`src/rtl/core/qai_pkg.sv`:
```
// Package: widths, types and helpers for the quaternion attitude integrator.
`default_nettype none
package qai_pkg;
	localparam int FRAC_BITS_DEF = 14;
	localparam int Q_W = 16;
	localparam int DQ_SHIFT = 27;
	localparam int NORM_GUARD = 14;
	localparam logic KIND_LOAD = 1'b0;
	localparam logic KIND_INTEGRATE = 1'b1;

	typedef logic signed [Q_W-1:0] comp_t;

	typedef struct packed {
		logic signed [34:0] p;
		logic signed [15:0] q;
	} lane_in_t;

	function automatic comp_t sat16(input logic signed [47:0] v);
		if (v > 48'sd32767) return 16'sh7fff;
		if (v < -48'sd32768) return 16'sh8000;
		return v[15:0];
	endfunction
endpackage
`default_nettype wire

```
`src/rtl/core/qai_lane.sv`:
```
// One lane: scales a product component by the time step, rounds, adds and saturates.
`default_nettype none
module qai_lane
	import qai_pkg::*;
(
	input wire logic clk,
	input wire logic start,
	input wire lane_in_t din,
	input wire logic [15:0] dt,
	output comp_t s
);
	logic signed [51:0] prod_s1;
	logic [51:0] mag;
	logic [51:0] rnd;
	logic signed [47:0] dq;
	comp_t q_s1;
	always_ff @(posedge clk) begin
		if (start) begin
			prod_s1 <= din.p * $signed({1'b0, dt});
			q_s1 <= din.q;
		end
	end
	always_comb begin
		mag = prod_s1[51] ? 52'(-prod_s1) : 52'(prod_s1);
		rnd = (mag + (52'd1 << (DQ_SHIFT - 1))) >> DQ_SHIFT;
		dq = prod_s1[51] ? -$signed(rnd[47:0]) : $signed(rnd[47:0]);
		s = sat16(48'(q_s1) + dq);
	end
endmodule
`default_nettype wire

```
`config.mk`:
```
export PLATFORM = sky130hd
export DESIGN_NAME = qai_lane
export DESIGN_NICKNAME = d
export VERILOG_FILES = /design/src/rtl/core/qai_pkg.sv /design/src/rtl/core/qai_lane.sv
export SDC_FILE = /design/constraint.sdc
export NUM_CORES = 2
export LEC_CHECK = 0
export BUFFER_PORTS_ARGS = -buffer_cell sky130_fd_sc_hd__buf_2
export CORE_MARGIN = 2
export CORE_UTILIZATION = 34
export CTS_BUF_LIST = sky130_fd_sc_hd__clkbuf_8
export CTS_CLUSTER_DIAMETER = 30
export CTS_CLUSTER_SIZE = 20
export DETAILED_ROUTE_END_ITERATION = 10
export HOLD_SLACK_MARGIN = 0.12
export PLACE_DENSITY = 0.53
export SYNTH_ARGS = -nofsm -noshare
export SYNTH_HDL_FRONTEND = slang
export SYNTH_SLANG_ARGS = --single-unit
```
`constraint.sdc`:
```
create_clock -name clk -period 9.33 [get_ports clk]
set_clock_uncertainty 0.15 [all_clocks]
set_input_delay 0 -clock clk [delete_from_list [all_inputs] [get_ports clk]]
set_output_delay 0 -clock clk [all_outputs]
set_load 0.02 [all_outputs]
```
Word-level counts from Yosys, hierarchy flattened
Index checks and enable logic that the tools add are counted.
- register bits after elaboration: 68
- bits of input ports: 69
- output and inout bits: 16
- word-level logic and storage cells: 18
- add/sub/neg operators: 4
- multiply operators: 1
- $lt $le $gt $ge: 2
- muxes and demuxes: 9
- operators with widths (cell ; number):
    two-way mux 16 bit ; 4
    adder 52 x 27 -> 52 bit, second input constant ; 1
    multiplier 35 x 17 -> 52 bit ; 1
    two-way mux 52 bit ; 1
    negation 52 bit ; 1
    adder 16 x 48 -> 48 bit ; 1
    greater-than comparator 48 x 16 -> 1 bit, second input constant ; 1
    < comparator 48 x 16 -> 1 bit, second input constant ; 1
    two-way mux 48 bit ; 1
    negation 25 -> 48 bit ; 1
    two-way mux 1 bit ; 3

Logic depth before layout (Yosys ltp)
- word-level depth: 11
- depth in mapped cells: 34
- gate-level depth less buffers: 27

Worst setup path before layout
No wires, ideal clock.
- kind: reg-to-output
- start point: register prod_s1[51]
- end point: output s[10]
- arrival: 8.871 ns
- required time: 9.180 ns
- path slack: 0.309 ns
- cell stages (with the launch flop): 33
- buffers on the path: 8
- cell sequence: edfxtp_1 > buf_1 > clkbuf_1 > clkbuf_1 > clkbuf_1 > buf_1 > buf_1 > o21ai_0 > xnor2_1 > ha_1 > nor2b_1 > mux2i_4 > nor2_2 > mux2_1 > a2bb2oi_1 > or4_1 > buf_2 > or3_1 > a311o_1 > or4_1 > ha_1 > nand2_1 > o21ai_0 > or3b_1 > nor4bb_1 > o21ba_2 > xnor2_1 > nor3_1 > and4b_1 > nand4b_1 > o41ai_1 > clkbuf_1 > o21ai_0
- cells in the longest elaborated chain, start to end: 11
- elaborated cells on any way between the ends: 14
- those cells by class: 4 x add/sub; 2 x order compare; 8 x mux
- RTL lines (item ; RTL line ; text):
    from (decl) ; qai_lane.sv:12 ; logic signed [51:0] prod_s1;
    from (signal assigned) ; qai_lane.sv:19 ; prod_s1 <= din.p * $signed({1'b0, dt});
    negation 52 bit ; qai_lane.sv:24 ; mag = prod_s1[51] ? 52'(-prod_s1) : 52'(prod_s1);
    two-way mux 52 bit ; qai_lane.sv:24 ;
    adder 52 x 27 -> 52 bit ; qai_lane.sv:25 ; rnd = (mag + (52'd1 << (DQ_SHIFT - 1))) >> DQ_SHIFT;
    negation 25 -> 48 bit ; qai_lane.sv:26 ; dq = prod_s1[51] ? -$signed(rnd[47:0]) : $signed(rnd[47:0]);
    two-way mux 48 bit * ; qai_lane.sv:26 ;
    adder 16 x 48 -> 48 bit * ; qai_lane.sv:27 ; s = sat16(48'(q_s1) + dq);
    < comparator 48 x 16 -> 1 bit ; qai_pkg.sv:20 ; if (v < -48'sd32768) return 16'sh8000;
    two-way mux 1 bit (2 in series) ; qai_pkg.sv:20 ;
    two-way mux 16 bit ; qai_pkg.sv:21 ; return v[15:0];
    two-way mux 16 bit * ; qai_pkg.sv:20 ;
    to (decl) ; qai_lane.sv:10 ; output comp_t s
Every way passes the cells marked *; elsewhere a longest branch is shown, timed or not. The select of a mux whose other input is x is not followed.

Worst setup path in the final report
- start point: register prod_s1[21]
- end point: output s[7]
- cells in the longest elaborated chain, start to end: 11
- elaborated cells on any way between the ends: 14
- those cells by class: 4 x add/sub; 2 x order compare; 8 x mux
- RTL lines (item ; RTL line):
    negation 52 bit ; qai_lane.sv:24
    two-way mux 52 bit * ; qai_lane.sv:24
    adder 52 x 27 -> 52 bit * ; qai_lane.sv:25
    negation 25 -> 48 bit ; qai_lane.sv:26
    two-way mux 48 bit * ; qai_lane.sv:26
    adder 16 x 48 -> 48 bit * ; qai_lane.sv:27
    < comparator 48 x 16 -> 1 bit ; qai_pkg.sv:20
    two-way mux 1 bit (2 in series) ; qai_pkg.sv:20
    two-way mux 16 bit ; qai_pkg.sv:21
    two-way mux 16 bit * ; qai_pkg.sv:20
Marked as above.

==> summary.md <==
| Metric | Value |
|---|---|
| Status | completed |
| Post-synthesis compound-gate area fraction | 0.110 |
| Ys async rst share | 0 |
| Synth area leader | fa_1 |
| # setup viols final | 0 |
| Mapped Avg Cell Area | roughly 8.6 sq um |
| Max Clk Rate | 115 MHz |
| DRC viols | 0 |
| Commonest cells after routing, fill and taps aside | inv_1 (605), fa_1 (532), nand2_1 (451) |
| First-pass GRT wire length | ~120000 um |
| Fraction of synthesized area in multiplexers | 0.00654 |
| Row count | 103 |
| Worst hold-check path type | in2reg |
| WS Path Type | reg2out |
| Vias | ~21k |
| Slowest stage delay, CP | 620 ps |
| Initial antenna violation count | 2 |
| Post-synth EDFFs | 68 |
| Dominant synthesized flop cell | edfxtp_1 |
| TritonCTS buffer count | 9 |
| Fin area | about 0.029 sq mm |
| Post-Syn Instances | between 3k and 4k |
| Layout fillers | just over 8k |
| Setup TNS Final | 0 ps |
| Root buffer cell | clkbuf_8 |
| Area Overhead vs Synth | 6.01% |
| Drt pass-1 iters | 5 |
| Global-route usage over all layers | 0.182 |
| Routed wire per std cell | 17.4 um |
| Clk sinks | 68 |
| Max_cap viols | 0 |
| Largest family of logic cells by synthesized area | adder cells |
| Layout Nets | 3883 |
| Worst Path Max Fanout | 15 |
| Simple-gate portion of the synthesized area | 0.188 |
| Port buffer count | between 80 and 90 |
| Commonest non-fill, non-tap cell in the layout | inv_1 |
| Core area | slightly below 0.08 sq mm |
| Final min period | 8730 ps |
| Synthesized net count | 3916 |
| Area share of fa/ha/maj cells after synthesis | 0.469 |
| Synth Register Bits | 68 |
| Layout cells sized above 1 | 0.0484 |
| Die Width | 287 um |
| Crit end category | output port |
| Synthesis warning total | 0 |
| Clock Path Buffers | 2 |
| DRT Wirelength | roughly 73000 um |
| Area share of the leading cell type in the synthesized netlist | 0.392 |
| Htree depth | 3 |
| Largest net degree at the start of global routing | 69 |
| TritonCTS clock tree | built |
| Area of the die | roughly 0.08 sq mm |
| CP arrival | 8580 ps |
| Xor and xnor fraction of the mapped netlist area | 0.0464 |
| Req. time, crit path | roughly 9200 ps |
| Post-Place Cell Area | 0.0284 sq mm |
| HPWL Detailed | 56700 um |
| CP Depth | 29 |
| I/O Pins | 85 |
| Final hold slack | 133 ps |
| Hold EP | prod_s1[12] |
| Synth area leaders | fa_1 (39%), inv_1 (8.3%), ha_1 (7.6%) |
| Clock slew at reported path FFs | around 90 ps |
| CP top delay family | simple AND/OR/NAND/NOR gates |
| Startpoint of the worst hold path | start |
| CP Launch Type | flop |
| Die Y-Extent | 287 um |
| Initial DRC Count | about 1.1k |
| Unique masters post-synth | 89 |
| Via/cell ratio | 5.03 |
| Hold Vio Cnt, Final | 0 |
| Gpl congestion | between 0.8 and 0.9 |
| Seq/Total Area, Yosys | 0.0752 |
| GRT overflow | 0 |
| WP buf/inv | 3 |
| Slew headroom | 0.334 |
| Initial core utilization | 0.344 |
| Worst path slowest cell | or4_1 |
| Worst Tran Pin Value | 999 ps |
| ANT nets after route | 0 |
| RSZ-0062 raised after global routing | no |
| Cell area after synthesis | 0.0272 sq mm |
| Period utilization | 0.935 |
| Worst Hold Path Cells | 1 |
| Vias in the first global route | 22.1k |
| Pins Over Slew Limit | 0 |
-- routing by layer --
metal | vias up | track usage | share of wire
li1 | 9868 | - | -
met1 | 10500 | 0.274 | 0.50
met2 | 532 | 0.289 | 0.44
met3 | 48 | 0.0180 | 0.053
met4 | 2 | 0.0247 | 0.0097
met5 | - | 0 | 0.00022
-- what timing repair did --
item                                    CTS  global route
setup buffers                             0             2
endpoints found under the setup margin    1            15
hold endpoints to repair                 17             0
pin swaps                                 0             2
hold buffers                             17             0
gates resized for setup                   1             7
-- cells in the mapped netlist, types with 26 or more instances --
cell type  instances
nor2_1            94
xnor2_1           91
a31oi_1           31
a21o_1            63
fa_1             532
nor3_1            26
xor2_1            53
clkbuf_1         142
edfxtp_1          68
a21oi_1          117
nand3_1           44
and2_1           232
ha_1             166
nand4_1           27
inv_1            604
o21ai_0           87
nand2_1          451
-- how the worst max path moves through the flow --
stage	to	start	slack, ps
after global routing	s[7]	prod_s1[22]	10
after CTS	s[7]	prod_s1[21]	110
after global placement	s[7]	prod_s1[21]	580
after floorplan	s[10]	prod_s1[51]	310
final	s[7]	prod_s1[21]	600
after detailed placement	s[7]	prod_s1[21]	400
-- cells by family (layout without fill, tap and decap cells) --
| kind of cell | Yosys count | after routing |
|---|---|---|
| XOR/XNOR | 144 | 144 |
| multiplexers | 16 | 16 |
| AO/OA/AOI/OAI | 447 | 447 |
| other | 0 | 1 |
| AND/OR/NAND/NOR | 1017 | 1017 |
| flip-flops | 68 | 68 |
| adder cells (fa/ha/maj) | 698 | 698 |
| buffers and inverters | 759 | 731 |
-- final cells by class --
| cell class | instances | area, sq um | share of cell area |
|---|---|---|---|
| inverter | 604 | 2270 | 0.0787 |
| clock buffer | 9 | 124 | 0.00430 |
| clock inverter | 7 | 68.8 | 0.00239 |
| multi-input combinational | 2322 | 22300 | 0.775 |
| timing repair buffer | 111 | 668 | 0.0232 |
| tap | 1050 | 1310 | 0.0456 |
| sequential | 68 | 2040 | 0.0709 |
| antenna | 1 | 2.50 | 0.0000869 |
-- registers in the layout (all words and copies together), names as in the netlist --
| signal | cells |
|---|---|
| prod_s1 | 52 |
| q_s1 | 16 |
-- stage by stage --
stage | worst slack, ps | cells | util
floorplan | 309 | 3149 | -
global placement | 584 | 4136 | 0.359
detailed placement | 401 | 4136 | 0.359
CTS | 111 | 4169 | 0.364
global route | 14.9 | 4172 | 0.365
finish | 602 | 4172 | 0.365
Power is left out: the tool's default activity adds up to more than one toggle a clock period on the data nets, which glitch-free logic cannot reach.
